===== config.mk =====
export PLATFORM = sky130hd
export DESIGN_NAME = ipu_queue
export DESIGN_NICKNAME = d
export VERILOG_FILES = /design/src/design/assert_macros.svh /design/src/design/ipu_pkg.sv /design/src/design/ipu_queue.sv
export SDC_FILE = /design/constraint.sdc
export NUM_CORES = 1
export LEC_CHECK = 0
export BUFFER_PORTS_ARGS = -buffer_cell sky130_fd_sc_hd__clkbuf_2
export CAP_MARGIN = 15
export CORE_UTILIZATION = 60
export CTS_CLUSTER_SIZE = 40
export DETAILED_ROUTE_END_ITERATION = 16
export GPL_TIMING_DRIVEN = 0
export PLACE_DENSITY = 0.83
export SETUP_SLACK_MARGIN = 0.3
export SLEW_MARGIN = 25
export SYNTH_ARGS = -nofsm -noshare
export SYNTH_HDL_FRONTEND = slang
export SYNTH_SLANG_ARGS = --single-unit

===== constraint.sdc =====
create_clock -name clk -period 4.3 [get_ports clk]
set_input_delay 0.645 -clock clk [delete_from_list [all_inputs] [get_ports clk]]
set_output_delay 0.645 -clock clk [all_outputs]
set_load 0.05 [all_outputs]

===== src/design/assert_macros.svh =====
// ---------------------------------------------------------------------------
// Assertion macros
// Shared shorthand for the concurrent checks of the design.
// ---------------------------------------------------------------------------
`ifndef ASSERT_MACROS_SVH
`define ASSERT_MACROS_SVH

// The consequent must hold in the same cycle as the antecedent.
`define ASSERT_IMPLY(label, clk, rst, ante, cons, msg) \
  label: assert property (@(posedge clk) disable iff (rst) (ante) |-> (cons)) \
    else $error(msg);

// The condition must never be true outside reset.
`define ASSERT_NEVER(label, clk, rst, cond, msg) \
  label: assert property (@(posedge clk) disable iff (rst) !(cond)) \
    else $error(msg);

`endif


===== src/design/ipu_pkg.sv =====
// ---------------------------------------------------------------------------
// Integer pixel upscaler package
// Types and fixed constants shared by the upscaler modules.
// ---------------------------------------------------------------------------
package ipu_pkg;

  localparam int SCALE_W = 5;
  localparam int WIDTH_W = 12;
  localparam int OWED_W  = 4;
  localparam int PIX_W   = 24;
  localparam int ADDR_W  = 3;
  localparam int DATA_W  = 32;
  localparam int QDEPTH  = 4;
  localparam int QPTR_W  = 2;
  localparam int QCNT_W  = 3;

  localparam logic REG_SCALE     = 1'b0;
  localparam logic REG_ROW_WIDTH = 1'b1;

  localparam logic REQ_PIXEL  = 1'b0;
  localparam logic REQ_REPLAY = 1'b1;

  typedef logic [PIX_W-1:0] pixel_t;

  typedef struct packed {
    pixel_t             pix;
    logic [SCALE_W-1:0] cnt;
    logic               ends;
    logic [1:0]         pad;
    logic               err;
  } cmd_t;

  typedef struct packed {
    logic full;
    logic empty;
  } qstat_t;

endpackage


===== src/design/ipu_queue.sv =====
// ---------------------------------------------------------------------------
// Upscaler command queue
// Short first-in first-out store between the front end and the back end.
// ---------------------------------------------------------------------------
module ipu_queue (
  input  logic            clk,
  input  logic            rst,
  input  logic            wr,
  input  ipu_pkg::cmd_t   wr_data,
  input  logic            rd,
  output ipu_pkg::cmd_t   rd_data,
  output ipu_pkg::qstat_t qstat
);
  import ipu_pkg::*;

  cmd_t              entries [QDEPTH];
  logic [QPTR_W-1:0] wr_ptr;
  logic [QPTR_W-1:0] rd_ptr;
  logic [QCNT_W-1:0] count;
  logic              do_wr;
  logic              do_rd;

  assign qstat.full  = (count == QCNT_W'(QDEPTH));
  assign qstat.empty = (count == '0);
  assign do_wr       = wr && !qstat.full;
  assign do_rd       = rd && !qstat.empty;
  assign rd_data     = entries[rd_ptr];

  always_ff @(posedge clk) begin
    if (do_wr) begin
      entries[wr_ptr] <= wr_data;
    end
  end

  always_ff @(posedge clk) begin
    if (rst) begin
      wr_ptr <= '0;
      rd_ptr <= '0;
      count  <= '0;
    end else begin
      if (do_wr) begin
        wr_ptr <= wr_ptr + QPTR_W'(1);
      end
      if (do_rd) begin
        rd_ptr <= rd_ptr + QPTR_W'(1);
      end
      if (do_wr && !do_rd) begin
        count <= count + QCNT_W'(1);
      end else if (do_rd && !do_wr) begin
        count <= count - QCNT_W'(1);
      end
    end
  end

endmodule


## Yosys cells after proc, flatten, opt, wreduce, memory -nomap -nowiden

Memory sizes are Yosys's and may differ from the RTL's. A register that Yosys moved wholly into a read port is not among the register bits.
Index checks and enable logic that the tools add are counted.

- Register bits: 7
- Bits of input ports: 37
- Memories kept: 1
- Word-level logic and storage cells: 25
- RAM bits: 132

Memories:

| name | depth | bits a word | read ports | clocked after memory_dff | write ports | RTL line | text |
|---|---|---|---|---|---|---|---|
| entries | 4 | 33 | 1 | 1 | 1 | ipu_queue.sv:16 | `cmd_t entries [QDEPTH];` |

- Reduce and logical (&&, ||, !) cells: 10
- Muxes and demuxes: 6
- Equal/unequal tests: 1
- Add/subtract/negate cells: 4

Operators with widths:

| operator | count |
|---|---|
| 3-bit 2-to-1 mux | 2 |
| 2-bit by 1-bit adder with 2-bit output (second input constant) | 2 |
| 1-bit logical AND | 4 |
| 1-bit logical NOT | 4 |
| 2-bit 2-to-1 mux | 2 |
| 3-bit by 1-bit adder with 3-bit output (second input constant) | 1 |
| 3-bit equality test (second input constant) | 1 |
| 3-bit logical NOT | 1 |
| 3-bit by 1-bit subtractor with 3-bit output (second input constant) | 1 |
| 1-bit 2-to-1 mux | 2 |
| 2-bit nonzero test | 1 |

## Longest topological paths before layout

- Depth after elaboration: 7
- Gate-level depth with buffers: 8
- Mapped depth without buffers: 8

## Worst setup path before layout

OpenSTA, ideal clock, no wires.

- Path kind: input to register
- From: input wr
- To: memory entries[0][0] (netlist bit) (enable)
- Data required time: 3907 ps
- Stages: 3
- Path slack: 2112 ps
- Arrival: 1795 ps
- Path through: inv_1 nor2_1 and2_1

- Longest elaborated chain between the ends: 3

RTL lines:

| item | RTL line | text |
|---|---|---|
| from (decl) | ipu_queue.sv:8 | `input logic wr,` |
| 1-bit logical AND | ipu_queue.sv:25 | `assign do_wr = wr && !qstat.full;` |
| via do_wr | ipu_queue.sv:20 | `logic do_wr;` |
| 1-bit 2-to-1 mux | ipu_queue.sv:30 | `if (do_wr) begin` |
| 1-bit 2-to-1 mux (implied by the code) | ipu_queue.sv:31 | `entries[wr_ptr] <= wr_data;` |
| to (decl) | ipu_queue.sv:16 |  |

The timed path passes the listed nets, and every way through them passes these cells.

==> metrics.md <==
| Metric | Value |
|---|---|
| Status | finished, final reports clean |
| Ant. Diodes | 0 |
| CP arrival | 2030 ps |
| Yosys warns | 0 |
| Finished Layout Cells | between 400 and 500 |
| Net switching component of the power | ~1500 uW |
| Inserted Clock Buffers | 17 |
| Inst Count DP | 400 |
| Vias in the first global route | ~2400 |
| Leading area contributor after synthesis | edfxtp_1 |
| Port Buffer Count | 70 |
| Syn avg cell area | between 20 and 25 sq um |
| PD cells | around 700 mW/mm^2 |
| Yosys top cell area share | 75.0% |
| Post-synth EDFFs | 132 |
| Finish-stage setup viols | 0 |
| Comb pwr share | a little under a third |
| Sequential fraction of the synthesis area | between 70% and 80% |
| Crit. End Element | primary output |
| DRC Markers | 0 |
| Main synth FF type | edfxtp_1 |
| Clock sinks | 141 |
| Setup tns final | 0 ps |
| Final nets | about 360 |
| WP buf/inv | 3 |
| Postcts setup bufs | 0 |
| Most instantiated library cell after synthesis | edfxtp_1 |
| Worst reg2reg endpoint | count[2]$_SDFFE_PP0P_ |
| Hold Path End | entries[1][29]$_DFFE_PP_ |
| Layout cells sized above 1 | 44.6% |
| WL/cell | about 20 microns |
| Flop pwr share | 37.8% |
| Reg clk slew, reported paths | approximately 60 ps |
| Deepest clock path buffer count | 2 |
| Critical path cell sequence | clkbuf_1 -> buf_2 -> mux4_2 -> clkbuf_2 |
| Async S/R FF share, synth | 0% |
| Share of total power in the clock network | a little under a third |
| RePlAce Congestion | roughly 0.65 |
| FP Rows | 33 |
| Worst hold slack | ~350 ps |
| Critical setup path kind | reg2out |
| R2R depth | 8 |
| Detail Placement HPWL | between 5000 and 6000 microns |
| H-tree Lvls | 4 |
| Mapped Cells | between 200 and 250 |
| Startpoint types | register |
| Root buffer cell | clkbuf_8 |
| Max_cap viols | 0 |
| Critical Path Fanout Max | 10 |
| Initial DRC Count | roughly 110 |
| Slowest cell on crit path | mux4_2 |
| Pre-CTS setup slack | roughly 1900 ps |
| Skew final | approximately 5.3 ps |
| Worst R2R Setup Slack | slightly above 2000 ps |
| CP max stage delay | 380 ps |
| WL final | around 8600 microns |
| Dominant cells by area after synthesis | edfxtp_1 (75%), mux4_2 (13%), dfxtp_1 (3.4%) |
| CTS tree | built |
| Syn nets | 264 |
| Hold Crit Start | wr_data[29] |
| Drt pass-1 iters | 4 |
| Tmin final | around 2700 ps |
| Initial core utilization | 63.0% |
| Reg2reg start | count[0]$_SDFFE_PP0P_ |
| Worst-case headroom to the max-slew limit | 68.1% |
| WP data required | between 3000 and 4000 ps |
| Boundary pin count | just over 70 |
| Top cells by instance count after synthesis | edfxtp_1 (132), mux4_2 (30), dfxtp_1 (9) |
| Netlist cell types | 23 |
| Cell family with most CP delay | buffers and inverters |
| Die area | just over 0.009 sq mm |
| Initial antenna violation count | 0 |
| Worst Hold Class | in2reg |
| Cts hold-fix bufs | 0 |
| Die Span Y | 95.8 microns |
| Setup ws final | ~1600 ps |
| Final slew viol count | 0 |
| Sw Ratio | between 30 and 40% |
| Die Wd | ~96 microns |
| VDD IR max | between 0.0005 and 0.0006 V |
| PostCTS Resize Cnt | 0 |
| Tot GR Track Use | between 20% and 30% |
| Cell leakage power | 0.00226 uW |
| Max Freq | between 300 and 400 MHz |
| Area of the mapped netlist | around 0.0053 sq mm |
| Slew @ Worst Pin | between 400 and 500 ps |
| Largest net degree at the start of global routing | 26 |
| Worst-Skew Late Latency | 510 ps |
| Vias per cell | approximately 5.7 |
| FF+latch count, synth | ~140 |
| Int Power | a little over 3000 uW |
| Post-DRT Antenna Nets | 0 |
| Final hold violation count | 0 |
| Cell depth of the worst hold path | 1 |
| CORE AREA | roughly 0.0084 sq mm |
| Final period util | between 60% and 70% |
| Routed vias | around 2400 |
| First-pass GRT wire length | 13300 microns |
| Global route overflow | 0 |
| RSZ-0062 raised after global routing | false |
| Syn-to-layout area delta | 22.3% |
power by group through the flow:
stage	sequential (uW)	combinational, uW	clock, uW
final	1710	1370	1440
after global routing	1720	1450	1530
after CTS	1710	1390	1470
after detailed placement	1740	1380	0
after global placement	1730	1340	0
after floorplan	1720	1100	0
worst max-delay path by stage:
| stage | to | slack, ps | cells after the start |
|---|---|---|---|
| CTS | rd_data[11] | 1560 | 4 |
| floorplan | entries[0][0]$_DFFE_PP_ | 2110 | 3 |
| detailed placement | count[2]$_SDFFE_PP0P_ | 1890 | 9 |
| global placement | entries[3][30]$_DFFE_PP_ | 1430 | 4 |
| finish | rd_data[11] | 1620 | 4 |
| global route | rd_data[11] | 1470 | 4 |
sequential cells by signal, indices dropped and copies added (netlist names), named ones only:
name     flops
count        3
entries    132
wr_ptr       2
rd_ptr       2
metal layers:
layer / track usage (%) / part of all wire [%] / vias to the layer above
met2: 34.8 / 53 / 89
li1: - / - / 1112
met4: 8.96 / 1.5 / 0
met3: 6.79 / 5.8 / 12
met1: 26.9 / 40 / 1228
met5: 0 / 0 / -
cell usage in the layout, fill, tap and decap left out, drive strengths merged:
cell type,Yosys,routed
a21oi,2,2
and2,4,4
buf,7,11
bufinv,0,4
clkbuf,2,89
clkinv,0,4
clkinvlp,0,5
dfxtp,9,9
edfxtp,132,132
fa,1,1
ha,5,5
inv,4,4
mux2i,2,2
mux4,33,33
nand2b,2,2
nor2,6,6
nor3,1,1
nor3b,1,1
o21ai,2,2
o311ai,1,1
o31ai,1,1
or3,2,2
xor2,4,4
worst reg2reg max path: stages, from the launching register on:
cell and delay [ps]:
dfxtp_1 530, nor3b_4 90, nor2_1 300, ha_1 250, inv_1 60, fa_1 370
xor2_1 150, or3_1 300, a21oi_1 130
area by class of cell:
| class | count | area [sq um] |
|---|---|---|
| clock buffer | 17 | 414 |
| sequential | 141 | 4140 |
| inverter | 4 | 15.0 |
| tap | 105 | 131 |
| buffer | 9 | 93.8 |
| fill | 436 | 1920 |
| multi-input combinational | 67 | 1030 |
| timing repair buffer | 74 | 453 |
| clock inverter | 13 | 175 |
through the flow:
stage / power [uW] / util, % / cell area [sq um]
after detailed placement: 3120 / 70.1 / 5870
after global placement: 3070 / 68.8 / 5760
after floorplan: 2820 / - / 5280
after global routing: 4700 / 77.1 / 6460
after CTS: 4570 / 77.1 / 6460
final: 4520 / 77.1 / 6460
kinds of logic (layout without fill, tap and decap cells):
family | after synthesis | after routing | synth area share (%)
buffers and inverters | 13 | 117 | 2.06
flip-flops | 141 | 141 | 78.4
AND/OR/NAND/NOR | 16 | 16 | 1.82
XOR/XNOR | 4 | 4 | 0.663
AO/OA/AOI/OAI | 6 | 6 | 0.782
adder cells (fa/ha/maj) | 6 | 6 | 1.56
multiplexers | 35 | 35 | 14.7
Note: power is estimated with default switching activity, not from simulation.
