**config.mk**
```make
export PLATFORM = sky130hd
export DESIGN_NAME = ipu_back
export DESIGN_NICKNAME = d
export VERILOG_FILES = /design/src/design/assert_macros.svh /design/src/design/ipu_pkg.sv /design/src/design/ipu_back.sv
export SDC_FILE = /design/constraint.sdc
export NUM_CORES = 1
export LEC_CHECK = 0
export BUFFER_PORTS_ARGS = -buffer_cell sky130_fd_sc_hd__clkbuf_2
export CORE_UTILIZATION = 30
export CTS_CLUSTER_SIZE = 25
export DETAILED_ROUTE_END_ITERATION = 10
export GPL_TIMING_DRIVEN = 0
export PLACE_DENSITY = 0.66
export SLEW_MARGIN = 40
export SYNTH_ARGS = -nofsm -noshare
export SYNTH_HDL_FRONTEND = slang
export SYNTH_SLANG_ARGS = --single-unit
```
**constraint.sdc**
```tcl
create_clock -name clk -period 3 [get_ports clk]
set_input_delay 0.6 -clock clk [delete_from_list [all_inputs] [get_ports clk]]
set_output_delay 0.6 -clock clk [all_outputs]
set_load 0.03 [all_outputs]
```
**src/design/assert_macros.svh**
```systemverilog
// ---------------------------------------------------------------------------
// Assertion macros
// Shared shorthand for the concurrent checks of the design.
// ---------------------------------------------------------------------------
`ifndef ASSERT_MACROS_SVH
`define ASSERT_MACROS_SVH

// The consequent must hold in the same cycle as the antecedent.
`define ASSERT_IMPLY(label, clk, rst, ante, cons, msg) \
  label: assert property (@(posedge clk) disable iff (rst) (ante) |-> (cons)) \
    else $error(msg);

// The condition must never be true outside reset.
`define ASSERT_NEVER(label, clk, rst, cond, msg) \
  label: assert property (@(posedge clk) disable iff (rst) !(cond)) \
    else $error(msg);

`endif

```
**src/design/ipu_pkg.sv**
```systemverilog
// ---------------------------------------------------------------------------
// Integer pixel upscaler package
// Types and fixed constants shared by the upscaler modules.
// ---------------------------------------------------------------------------
package ipu_pkg;

  localparam int SCALE_W = 5;
  localparam int WIDTH_W = 12;
  localparam int OWED_W  = 4;
  localparam int PIX_W   = 24;
  localparam int ADDR_W  = 3;
  localparam int DATA_W  = 32;
  localparam int QDEPTH  = 4;
  localparam int QPTR_W  = 2;
  localparam int QCNT_W  = 3;

  localparam logic REG_SCALE     = 1'b0;
  localparam logic REG_ROW_WIDTH = 1'b1;

  localparam logic REQ_PIXEL  = 1'b0;
  localparam logic REQ_REPLAY = 1'b1;

  typedef logic [PIX_W-1:0] pixel_t;

  typedef struct packed {
    pixel_t             pix;
    logic [SCALE_W-1:0] cnt;
    logic               ends;
    logic [1:0]         pad;
    logic               err;
  } cmd_t;

  typedef struct packed {
    logic full;
    logic empty;
  } qstat_t;

endpackage

```
**src/design/ipu_back.sv**
```systemverilog
// ---------------------------------------------------------------------------
// Upscaler back end
// Expands each queued command into its copies, one result beat per cycle while
// the output is popped or empty, through an output register.
// ---------------------------------------------------------------------------
module ipu_back (
  input  logic            clk,
  input  logic            rst,
  input  ipu_pkg::qstat_t qstat,
  input  ipu_pkg::cmd_t   q_data,
  output logic            q_pop,
  output logic            empty,
  input  logic            pop,
  output logic [7:0]      out_blue,
  output logic [7:0]      out_green,
  output logic [7:0]      out_red,
  output logic            last_of_run,
  output logic            row_end,
  output logic [1:0]      pad_bytes,
  output logic            error
);
  import ipu_pkg::*;

  logic               out_valid;
  logic [SCALE_W-1:0] copy;
  logic               advance;
  logic               last_copy;

  assign empty     = !out_valid;
  assign advance   = !out_valid || pop;
  assign last_copy = (copy == q_data.cnt - SCALE_W'(1));
  assign q_pop     = advance && !qstat.empty && last_copy;

  always_ff @(posedge clk) begin
    if (rst) begin
      out_valid <= 1'b0;
      copy      <= '0;
    end else if (advance) begin
      out_valid <= !qstat.empty;
      if (!qstat.empty) begin
        copy <= last_copy ? '0 : copy + SCALE_W'(1);
      end
    end
  end

  always_ff @(posedge clk) begin
    if (advance && !qstat.empty) begin
      out_blue    <= q_data.pix[7:0];
      out_green   <= q_data.pix[15:8];
      out_red     <= q_data.pix[23:16];
      last_of_run <= last_copy;
      row_end     <= last_copy && q_data.ends;
      pad_bytes   <= last_copy ? q_data.pad : 2'd0;
      error       <= q_data.err;
    end
  end

endmodule

```
Yosys cells after proc, flatten, opt, wreduce, memory -nomap -nowiden
Index checks and enable logic that the tools add are counted.
{"block": "word_totals", "register_bits": 35, "in_bits": 38, "out_inout_bits": 31, "elab_cells": 21}
{"block": "op_classes", "n_addsub": 2, "n_eq_ne": 1, "muxes": 1, "bitwise": 1, "n_reduce_logical": 7}
{"cell": "$add A5 B1 Y5 const B", "count": 1}
{"cell": "$eq A5 B5 Y1", "count": 1}
{"cell": "$mux W5", "count": 1}
{"cell": "$sub A5 B1 Y5 const B", "count": 1}
{"cell": "$logic_and A1 B1 Y1", "count": 3}
{"cell": "$logic_not A1 Y1", "count": 2}
{"cell": "$reduce_and A2 Y1", "count": 1}
{"cell": "$logic_or A1 B1 Y1", "count": 1}
{"cell": "$not A1 Y1", "count": 1}

Depth between registers and ports, before layout
Gate-level depths: netlist of the first run.
{"block": "depth", "ltp_word": 4, "depth_mapped": 7, "mapped_depth_nobuf": 7}

Least setup slack after synthesis of the first run
No wires, ideal clock.
{"block": "synth_path", "kind": "input-to-output", "start": "in q_data[4] in the netlist's numbering", "end": "out q_pop", "arrival_ns": 2.007, "required_time_ns": 2.400, "path_slack_ns": 0.393, "path_stages": 6, "n_path_buf": 0, "path_cell_list": "inv_1 -> ha_1 -> nand2b_1 -> a21boi_1 -> o22ai_4 -> nor3_1"}
{"block": "synth_via", "elab_chain_cells": 3}
{"item": "start, declared", "line": "ipu_back.sv:10", "source": "input ipu_pkg::cmd_t q_data,"}
{"item": "$sub A5 B1 Y5", "line": "ipu_back.sv:31", "source": "assign last_copy = (copy == q_data.cnt - SCALE_W'(1));"}
{"item": "$eq A5 B5 Y1", "line": "ipu_back.sv:31"}
{"item": "$logic_and A1 B1 Y1", "line": "ipu_back.sv:32", "source": "assign q_pop = advance && !qstat.empty && last_copy;"}
{"item": "end, declared", "line": "ipu_back.sv:11", "source": "output logic q_pop,"}
No other way between the ends.

Final worst setup path of the first run
Ends and elaborated chain as after synthesis.

==> results of run 1 <==
[sequential cells by signal, indices dropped and copies added (netlist names)]
register,count
copy,5
error,1
last_of_run,1
out_blue,8
out_green,8
out_red,8
out_valid,1
pad_bytes,2
row_end,1
[Yosys cell counts, drive strengths merged]
| cell type | number | area [um2] |
|---|---|---|
| edfxtp | 29 | 871 |
| dfxtp | 6 | 120 |
| nand2 | 5 | 18.8 |
| o211ai | 5 | 37.5 |
| a21oi | 4 | 20.0 |
| inv | 4 | 15.0 |
| nor2 | 4 | 17.5 |
| xor2 | 4 | 35.0 |
| and2 | 3 | 18.8 |
| nand2b | 3 | 18.8 |
| nand3 | 3 | 20.0 |
| a31oi | 2 | 12.5 |
| ha | 2 | 25.0 |
| nor3 | 2 | 10.0 |
| o21ai | 2 | 13.8 |
| o22ai | 2 | 26.3 |
| xnor2 | 2 | 25.0 |
| a21boi | 1 | 7.51 |
| and4bb | 1 | 12.5 |
| clkbuf | 1 | 3.75 |
| nand3b | 1 | 7.51 |
| nor2b | 1 | 6.26 |
| nor3b | 1 | 7.51 |
[stage by stage]
step	utilization	hold slack, ns	cell area [um2]	power, mW
5_1_grt	0.427	0.473	1860	1.16
4_1_cts	0.427	0.477	1860	1.13
3_3_place_gp	0.402	0.491	1750	0.718
3_5_place_dp	0.402	0.494	1750	0.719
2_1_floorplan	-	0.467	1350	0.664
6_report	0.427	0.490	1860	1.11
[layout make-up]
type,instances,area share
flip-flops and latches,35,0.533
multi-input cells,48,0.183
repair buffers,67,0.180
clock buffers,5,0.0370
well taps,52,0.0350
clock inverters,3,0.0209
inverters,4,0.00808
plain buffers,1,0.00202
[how the worst max path moves through the flow]
| stage | from | depth (start not counted) | end | slack, ns |
|---|---|---|---|---|
| 2_1_floorplan | q_data[4] | 6 | q_pop | 0.39 |
| 3_3_place_gp | q_data[4] | 8 | q_pop | 0.45 |
| 3_5_place_dp | q_data[4] | 8 | q_pop | 0.44 |
| 4_1_cts | q_data[4] | 8 | q_pop | 0.44 |
| 5_1_grt | q_data[4] | 8 | q_pop | 0.36 |
| 6_report | q_data[4] | 8 | q_pop | 0.48 |
[power by group through the flow]
stage / Clock (mW) / Combinational, mW / Sequential [mW]
detailed placement: 0 / 0.142 / 0.577
floorplan: 0 / 0.0401 / 0.624
global placement: 0 / 0.141 / 0.577
CTS: 0.417 / 0.142 / 0.567
global route: 0.435 / 0.152 / 0.569
finish: 0.402 / 0.139 / 0.566
[cell families (layout without fill, tap and decap cells)]
family                     count (synthesis)  after routing  synth area share
buffers and inverters                      5             80            0.0139
DFF                                       35             35             0.734
and+or+nand+nor                           24             24             0.102
xor gates and xnor gates                   6              6            0.0445
AOI/OAI and AO/OA                         16             16            0.0871
adders and majority gates                  2              2            0.0185
[routing by layer]
layer | vias up | part of all wire
li1 | 473 | -
met1 | 437 | 0.38
met2 | 57 | 0.46
met3 | 7 | 0.12
met4 | 0 | 0.034
met5 | - | 0
==> results.py, run 1 <==
metrics = {
    "global_routing": {
        "overflow": 0,
        "grt-busiest-layer": "met2",
        "use_met3": 0.0526,
        "grt_pass1_wl_mm": 4.01,
        "grt_pass1_vias": 905,
        "grt_use_total": 0.110,
        "global_route.usage.met1": 0.115,
        "grt_max_degree": 33,
        "grtUsageMet2": 0.169,
        "antenna_found_initial": 0,
    },
    "logic_synthesis": {
        "syn_avg_cell_area_um2": 15.3,
        "ys_warn_count": 0,
        "syn_nets": 128,
        "syn_inst": 88,
        "ys_seq_area_frac": 0.734,
        "syn_area_um2": 1350,
        "synth_seq_cells": 35,
        "synth.distinct_cells": 28,
    },
    "setup_path": {
        "regToRegEndpoint": "copy[1]$_SDFFE_PP0P_",
        "cpMaxStageDelayCell": "clkbuf_2",
        "cp-start-kind": "input port",
        "crit_path_cell_trace": "clkbuf_2 -> inv_1 -> ha_1 -> nand2b_1 -> a21boi_1 -> o22ai_4 -> nor3_1 -> clkbuf_2",
        "crit_required_ns": 2.40,
        "r2r_slack_ns": 1.41,
        "arrival_ns": 1.92,
        "crit_top_cell": "clkbuf_2",
        "reg2reg_depth": 6,
        "max_stage_delay_ns": 0.24,
        "crit_type": "in -> out",
        "crit_family": "buffers and inverters",
        "path_buf_inv": 3,
        "critPathCaptureType": "primary output",
        "r2r-start": "out_valid$_SDFFE_PP0N_",
        "critPathMaxFanout": 9,
    },
    "sta": {
        "setup_viol": 0,
        "finalSetupTns_ns": 0,
        "clock_skew_ns": 0.00361,
        "period_minus_slack_ns": 2.52,
        "hold_viol": 0,
        "fin_crit_sh": 0.841,
        "slew_violations": 0,
        "fin_ws_ns": 0.476,
        "grt_setup_unrepaired": "no",
        "worst_pin_slew_ns": 0.637,
        "slew_headroom": 0.575,
        "max_freq_ghz": 0.396,
    },
    "drt": {
        "drt_iter0_markers": 24,
        "drt-wirelength-per-cell_um": 11.0,
        "routed_wl_mm": 2.36,
        "route.detailed.drc": 0,
        "vias": 974,
        "vias_per_cell": 4.53,
        "ant_nets": 0,
        "drt_first_pass_iters": 4,
    },
    "power": {
        "pwr-share-comb": 0.126,
        "switching_share": 0.236,
        "power_frac_seq": 0.512,
        "p_per_area_nw_per_um2": 596,
        "p_leak_nw": 0.799,
        "p_clk_frac": 0.363,
        "p_int_mw": 0.846,
        "vdd_drop_max_mv": 0.156,
        "switchingPower_mw": 0.261,
    },
    "cells_and_area": {
        "nFillCells": 408,
        "multiInputGateArea_um2": 340,
        "num_antenna_cells": 0,
        "area_growth_syn_to_layout_pct": 37.6,
        "drive_gt1_frac": 0.497,
        "regArea_um2": 991,
        "fin_cells": 215,
        "layout_commonest_cell": "clkbuf_2",
        "final_cell_mix": "67 x clkbuf_2, 29 x edfxtp_1, 6 x dfxtp_1",
        "layout.nets": 202,
    },
    "floorplanning": {
        "die_width_um": 69.1,
        "core_area_um2": 4350,
        "io_pins": 69,
        "start_util": 0.310,
        "die_area_um2": 4770,
        "fp-row-count": 24,
        "die_h_um": 69.1,
    },
    "min_path": {
        "holdPathEnd": "out_red[5]$_DFFE_PP_",
        "min_from": "q_data[30]",
        "hold-path-cell-count": 1,
        "hold_class": "in -> reg",
    },
    "clock_tree": {
        "cts.sinks": 35,
        "cts_made_buffers": 5,
        "cts-root-buf": "clkbuf_8",
        "cts_htree_levels": 2,
        "cts_setup_buffers": 0,
        "clkSlewWorstSetupHoldPaths_ns": 0.07,
        "cts_tree": "yes",
        "clockBufferDepth": 2,
        "ctsResizeCount": 0,
        "hold_buffers": 0,
        "clk_latency_ns": 0.28,
    },
    "place": {
        "io_buffers": 67,
        "dp_hpwl_mm": 1.78,
        "dp_slack_ns": 0.444,
        "gpl.final_weighted_congestion": 0.717,
        "dpl.cell_count": 207,
    },
    "run": {
        "maxCapViolCount": 0,
    },
    "status": {
        "status": "completed",
    },
}
Power figures use the tool's default switching activity.
==> run 2, diff against run 1 <==
--- a/config.mk
+++ b/config.mk
@@ -5,12 +5,13 @@
 export SDC_FILE = /design/constraint.sdc
 export NUM_CORES = 1
 export LEC_CHECK = 0
+export ABC_AREA = 1
 export BUFFER_PORTS_ARGS = -buffer_cell sky130_fd_sc_hd__clkbuf_2
 export CORE_UTILIZATION = 30
 export CTS_CLUSTER_SIZE = 25
 export DETAILED_ROUTE_END_ITERATION = 10
 export GPL_TIMING_DRIVEN = 0
-export PLACE_DENSITY = 0.66
+export PLACE_DENSITY = 0.67
 export SLEW_MARGIN = 40
 export SYNTH_ARGS = -nofsm -noshare
 export SYNTH_HDL_FRONTEND = slang
==> constraint.sdc (replaced) <==
create_clock -name clk -period 2.1 [get_ports clk]
set_input_delay 0.42 -clock clk [delete_from_list [all_inputs] [get_ports clk]]
set_output_delay 0.42 -clock clk [all_outputs]
set_load 0.03 [all_outputs]
==> run 2 against run 1 <==
  * Critical path type unchanged
  * Register-to-register slack worse by 0.69 ns
  * First-iteration DRC count shrank 13%
  * Routed wire length increased by 7.1%
  * Clock skew is 0.0020 ns lower
  * Cell count is 18% higher
  * Via count increased by 10%
  * Sequential cell count stayed put
  * Power grew 46%
==> results.py, run 2 <==
metrics = {
    "status": {
        "status": "completed",
    },
    "floorplanning": {
        "io_pins": 69,
        "die_h_um": 70.1,
        "die_width_um": 70.1,
        "core_area_um2": 4410,
        "fp-row-count": 24,
        "die_area_um2": 4910,
        "start_util": 0.315,
    },
    "sta": {
        "period_minus_slack_ns": 1.99,
        "worst_pin_slew_ns": 0.389,
        "slew_headroom": 0.741,
        "setup_viol": 0,
        "hold_viol": 0,
        "max_freq_ghz": 0.503,
        "fin_crit_sh": 0.948,
        "clock_skew_ns": 0.00164,
        "slew_violations": 0,
    },
    "drt": {
        "ant_nets": 0,
        "vias_per_cell": 4.23,
        "routed_wl_mm": 2.53,
        "drt_first_pass_iters": 3,
        "drt_iter0_markers": 21,
        "route.detailed.drc": 0,
        "drt-wirelength-per-cell_um": 9.97,
        "vias": 1074,
    },
    "logic_synthesis": {
        "ys_warn_count": 0,
        "synth_common_cells": "32 x nand2_1, 29 x edfxtp_1, 23 x inv_1, 16 x nor2_1, 6 x dfxtp_1",
        "post-synth-top-count-cell": "nand2_1",
        "ys_seq_area_frac": 0.713,
        "synthFlopType": "edfxtp_1",
        "syn_avg_cell_area_um2": 11.0,
        "yosysTopAreaCellShare": 0.626,
        "synthTopCellsByArea": "edfxtp_1 63%, dfxtp_1 8.6%, nand2_1 8.6%, inv_1 6.2%, nor2_1 4.3%",
        "syn_nets": 166,
        "synth_area_leader_cell": "edfxtp_1",
        "syn_area_um2": 1390,
        "syn_inst": 126,
        "synthArstFlopShare": 0,
        "synth_seq_cells": 35,
        "synth_edf_count": 29,
        "synth.distinct_cells": 15,
    },
    "cells_and_area": {
        "drive_gt1_frac": 0.450,
        "final_cell_mix": "66 x clkbuf_2, 31 x nand2_1, 29 x edfxtp_1",
        "nFillCells": 440,
        "layout_commonest_cell": "clkbuf_2",
        "finalCoreUtilization": 0.439,
        "fin_cells": 254,
        "area_growth_syn_to_layout_pct": 39.3,
        "layout.nets": 241,
        "num_antenna_cells": 0,
        "largest_registers": "out_blue x8, out_green x8, out_red x8",
    },
    "clock_tree": {
        "hold_buffers": 0,
        "cts_made_buffers": 5,
        "clockBufferDepth": 2,
        "cts_htree_levels": 2,
        "clk_latency_ns": 0.28,
        "cts_tree": "yes",
        "cts-root-buf": "clkbuf_8",
        "clkSlewWorstSetupHoldPaths_ns": 0.07,
        "cts.sinks": 35,
    },
    "global_routing": {
        "grt_max_degree": 33,
        "overflow": 0,
        "grt_pass1_vias": 1032,
        "antenna_found_initial": 0,
        "grt_use_total": 0.116,
        "grt_pass1_wl_mm": 4.34,
    },
    "place": {
        "io_buffers": 67,
        "dp_hpwl_mm": 1.96,
        "gpl.final_weighted_congestion": 0.759,
        "dpl.cell_count": 245,
    },
    "setup_path": {
        "critPathMaxFanout": 3,
        "arrival_ns": 1.57,
        "cp-start-kind": "input port",
        "crit_required_ns": 1.68,
        "reg2reg_depth": 8,
        "crit_type": "in -> out",
        "critPathCaptureType": "primary output",
    },
    "min_path": {
        "hold_class": "in -> reg",
        "hold-path-cell-count": 1,
    },
    "run": {
        "maxCapViolCount": 0,
    },
    "power": {
        "vdd_drop_max_mv": 0.254,
        "p_leak_nw": 0.952,
        "p_per_area_nw_per_um2": 834,
    },
}
[run 2: cell types whose count changed in the layout (fill, tap and decap cells not counted), moves of 2 or more]
cell      change
nand2_1      +26
inv_1        +17
nor2_1       +12
nand2_2       +5
o211ai_1      -5
a21oi_1       -3
and2_1        -3
inv_2         +3
nand2b_1      -3
a31oi_1       -2
nand3_1       +2
nor2_2        +2
nor3_1        -2
xor2_1        -2
[run 2: routing by layer]
layer / wire, um / part of all wire / vias up / track usage
met5: 0 / 0 / - / 0
met4: 34 / 0.013 / 0 / 0.0533
met3: 213 / 0.084 / 4 / 0.0534
met2: 1250 / 0.49 / 43 / 0.198
met1: 1040 / 0.41 / 483 / 0.120
li1: - / - / 544 / -
[run 2: path summary, 6_finish.rpt]
check / startpoint / end / slack [ns]
max: q_data[4] / q_pop / 0.11
max reg2reg: out_valid$_SDFFE_PP0N_ / copy[4]$_SDFFE_PP0P_ / 0.72
min reg2reg: out_valid$_SDFFE_PP0N_ / out_valid$_SDFFE_PP0N_ / 0.50
min: q_data[31] / out_red[6]$_DFFE_PP_ / 0.31
[run 2: logic make-up (layout without fill, tap and decap cells)]
family / after synthesis / after routing / synth area share
and+or+nand+nor: 59 / 59 / 0.178
buffers and inverters: 25 / 101 / 0.0675
AOI/OAI and AO/OA: 3 / 3 / 0.0108
xor gates and xnor gates: 2 / 2 / 0.0126
DFF: 35 / 35 / 0.713
adders and majority gates: 2 / 2 / 0.0180
[run 2: layout make-up]
type	instances	area, um2	area share
inverter	25	96.3	0.0497
clock inverter	3	43.8	0.0226
multi-input combinational	66	323	0.167
sequential	35	991	0.512
clock buffer	5	68.8	0.0355
timing repair buffer	68	349	0.180
tap	52	65.1	0.0336
[run 2: critical path, cell delays in order]
cell	delay, ns
clkbuf_2	0.09
inv_2	0.05
ha_4	0.26
inv_1	0.03
nand2_1	0.06
nand2_2	0.05
nor2_2	0.11
nand2_1	0.07
nor2_2	0.14
nand3_2	0.09
inv_2	0.07
buf_6	0.12
[run 2: what timing repair did]
item,4_1_cts,5_1_grt
setup endpoints to repair,1,1
gates resized for setup,2,8
buffers inserted,1,0
pin swaps,0,4
[run 2: stage by stage]
step	power, mW	hold slack, ns	setup TNS, ns	area (um2)	worst slack, ns
4_1_cts	1.64	0.298	0	1920	0.0224
6_report	1.62	0.311	0	1940	0.110
5_1_grt	1.69	0.288	-0.0111	1940	-0.0111
3_5_place_dp	1.03	0.489	-0.0739	1790	-0.0739
3_3_place_gp	1.03	0.486	-0.0647	1790	-0.0647
2_1_floorplan	0.956	0.462	0	1390	0.248
[run 2: where the power goes]
group | internal [mW] | switching (mW)
logic | 0.0704 | 0.144
registers | 0.797 | 0.0131
clock network | 0.353 | 0.238
total | 1.22 | 0.396
==> run 3, diff against run 2 <==
--- a/config.mk
+++ b/config.mk
@@ -11,7 +11,7 @@
 export CTS_CLUSTER_SIZE = 25
 export DETAILED_ROUTE_END_ITERATION = 10
 export GPL_TIMING_DRIVEN = 0
-export PLACE_DENSITY = 0.67
+export PLACE_DENSITY = 0.55
 export SLEW_MARGIN = 40
 export SYNTH_ARGS = -nofsm -noshare
 export SYNTH_HDL_FRONTEND = slang
==> run 3 against run 2 <==
  * Utilization shrank 0.74 points
  * Sequential power about the same
  * Combinational power down 2%
  * Worst hold slack gained 0.0020 ns
  * Die area did not move
  * Critical path type unchanged
  * Largest power group unchanged
==> results.py, run 3 (synthesis gave the netlist of run 2 again) <==
metrics = {
    "setup_path": {
        "regToRegEndpoint": "copy[4]$_SDFFE_PP0P_",
        "cpMaxStageDelayCell": "ha_4",
        "max_stage_delay_ns": 0.26,
        "critPathCaptureType": "primary output",
        "crit_top_cell": "nand2_1",
        "arrival_ns": 1.54,
        "cp-start-kind": "input port",
        "reg2reg_depth": 8,
        "path_buf_inv": 5,
        "crit_family": "simple AND/OR/NAND/NOR gates",
        "crit_type": "in -> out",
        "r2r_slack_ns": 0.72,
        "crit_required_ns": 1.68,
        "critPathMaxFanout": 3,
        "r2r-start": "out_valid$_SDFFE_PP0N_",
        "crit_path_cell_trace": "clkbuf_2 -> inv_2 -> ha_4 -> inv_1 -> nand2_1 -> nand2_1 -> nor2_1 -> nand2_1 -> nor2_2 -> nand3_2 -> inv_2 -> buf_6",
    },
    "clock_tree": {
        "cts-root-buf": "clkbuf_8",
        "clockBufferDepth": 2,
        "clk_latency_ns": 0.28,
        "clkSlewWorstSetupHoldPaths_ns": 0.07,
        "cts_htree_levels": 2,
        "cts.sinks": 35,
        "cts_tree": "yes",
        "cts_made_buffers": 5,
    },
    "cells_and_area": {
        "layout.nets": 242,
        "finalCoreUtilization": 0.431,
        "area_growth_syn_to_layout_pct": 37.0,
        "final_cell_mix": "66 x clkbuf_2, 32 x nand2_1, 29 x edfxtp_1",
        "largest_registers": "out_blue x8, out_green x8, out_red x8",
        "fin_cells": 254,
        "drive_gt1_frac": 0.431,
        "layout_commonest_cell": "clkbuf_2",
        "num_antenna_cells": 0,
    },
    "status": {
        "status": "completed",
    },
    "drt": {
        "ant_nets": 0,
        "vias_per_cell": 4.09,
        "route.detailed.drc": 0,
        "drt_iter0_markers": 65,
        "drt-wirelength-per-cell_um": 9.89,
        "vias": 1039,
        "routed_wl_mm": 2.51,
        "drt_first_pass_iters": 3,
    },
    "run": {
        "maxCapViolCount": 0,
    },
    "min_path": {
        "holdPathEnd": "out_blue[0]$_DFFE_PP_",
        "hold-path-cell-count": 1,
        "hold_class": "in -> reg",
        "min_from": "q_data[9]",
    },
    "floorplanning": {
        "die_width_um": 70.1,
        "die_h_um": 70.1,
        "io_pins": 69,
        "die_area_um2": 4910,
        "core_area_um2": 4410,
        "fp-row-count": 24,
        "start_util": 0.315,
    },
    "sta": {
        "hold_viol": 0,
        "clock_skew_ns": 0.00218,
        "worst_pin_slew_ns": 0.385,
        "period_minus_slack_ns": 1.96,
        "fin_ws_ns": 0.136,
        "slew_violations": 0,
        "max_freq_ghz": 0.509,
        "setup_viol": 0,
        "slew_headroom": 0.744,
        "fin_crit_sh": 0.935,
        "finalSetupTns_ns": 0,
    },
    "global_routing": {
        "antenna_found_initial": 0,
        "grt-busiest-layer": "met2",
        "global_route.usage.met1": 0.137,
        "grt_pass1_wl_mm": 4.30,
        "overflow": 0,
        "grt_pass1_vias": 966,
        "use_met3": 0.0519,
        "grt_max_degree": 33,
        "grt_use_total": 0.114,
        "grtUsageMet2": 0.172,
    },
    "place": {
        "io_buffers": 67,
        "gpl.final_weighted_congestion": 0.691,
        "dpl.cell_count": 245,
        "dp_slack_ns": -0.0537,
        "dp_hpwl_mm": 1.92,
    },
    "power": {
        "vdd_drop_max_mv": 0.219,
        "p_clk_frac": 0.299,
        "p_leak_nw": 0.942,
        "switchingPower_mw": 0.370,
        "power.total_mw": 1.46,
        "power_frac_seq": 0.557,
        "p_int_mw": 1.09,
        "p_per_area_nw_per_um2": 765,
        "pwr-share-comb": 0.145,
        "switching_share": 0.254,
    },
}
-- run 3: layout make-up --
| cell class | instances | area, um2 |
|---|---|---|
| Inverter | 25 | 96.3 |
| Multi-Input combinational cell | 66 | 318 |
| Tap cell | 52 | 65.1 |
| Clock buffer | 5 | 68.8 |
| Timing Repair Buffer | 69 | 357 |
| Clock inverter | 2 | 8.76 |
| Sequential cell | 35 | 991 |
| Fill cell | 428 | 2510 |
-- run 3: routing by layer --
layer	part of all wire	routed length, um	up-vias
met2	0.43	1080	54
met5	0	0	-
li1	-	-	544
met3	0.098	247	6
met1	0.45	1130	435
met4	0.022	55	0
-- run 3: repair_timing --
| item | CTS | global route |
|---|---|---|
| setup buffers | 0 | 2 |
| endpoints found under the setup margin | 1 | 1 |
| resized for setup | 2 | 5 |
| pin swaps | 0 | 3 |
| gates cloned | 0 | 0 |
| hold buffers | 0 | 0 |
-- run 3: worst reg2reg max path, stage by stage (launching register included) --
cell and delay, ns:
dfxtp_1 0.32, nand2_2 0.08, nand2_2 0.10, inv_4 0.32, nand3_1 0.19, nor2_1 0.12
nand2_1 0.05, nand2_1 0.07, nor2_1 0.04
-- run 3: worst max-delay path by stage --
| stage | cells after the start | end | start | slack [ns] |
|---|---|---|---|---|
| after detailed placement | 8 | q_pop | pop | -0.05 |
| after floorplan | 10 | q_pop | q_data[4] | 0.25 |
| after global routing | 12 | q_pop | q_data[4] | -0.005 |
| after global placement | 8 | q_pop | pop | -0.1 |
| after CTS | 12 | q_pop | q_data[4] | 0.01 |
| final | 12 | q_pop | q_data[4] | 0.14 |
-- run 3: power groups by stage --
| stage | combinational, mW | clock [mW] | sequential (mW) |
|---|---|---|---|
| 3_5_place_dp | 0.207 | 0 | 0.827 |
| 3_3_place_gp | 0.206 | 0 | 0.826 |
| 5_1_grt | 0.235 | 0.479 | 0.815 |
| 2_1_floorplan | 0.0636 | 0 | 0.892 |
| 4_1_cts | 0.209 | 0.454 | 0.812 |
| 6_report | 0.211 | 0.435 | 0.811 |
-- run 3: per-stage QoR --
| step | instance area, um2 | hold slack [ns] |
|---|---|---|
| 2_1_floorplan | 1390 | 0.462 |
| 3_3_place_gp | 1790 | 0.478 |
| 3_5_place_dp | 1790 | 0.481 |
| 4_1_cts | 1870 | 0.303 |
| 5_1_grt | 1900 | 0.297 |
| 6_report | 1900 | 0.313 |
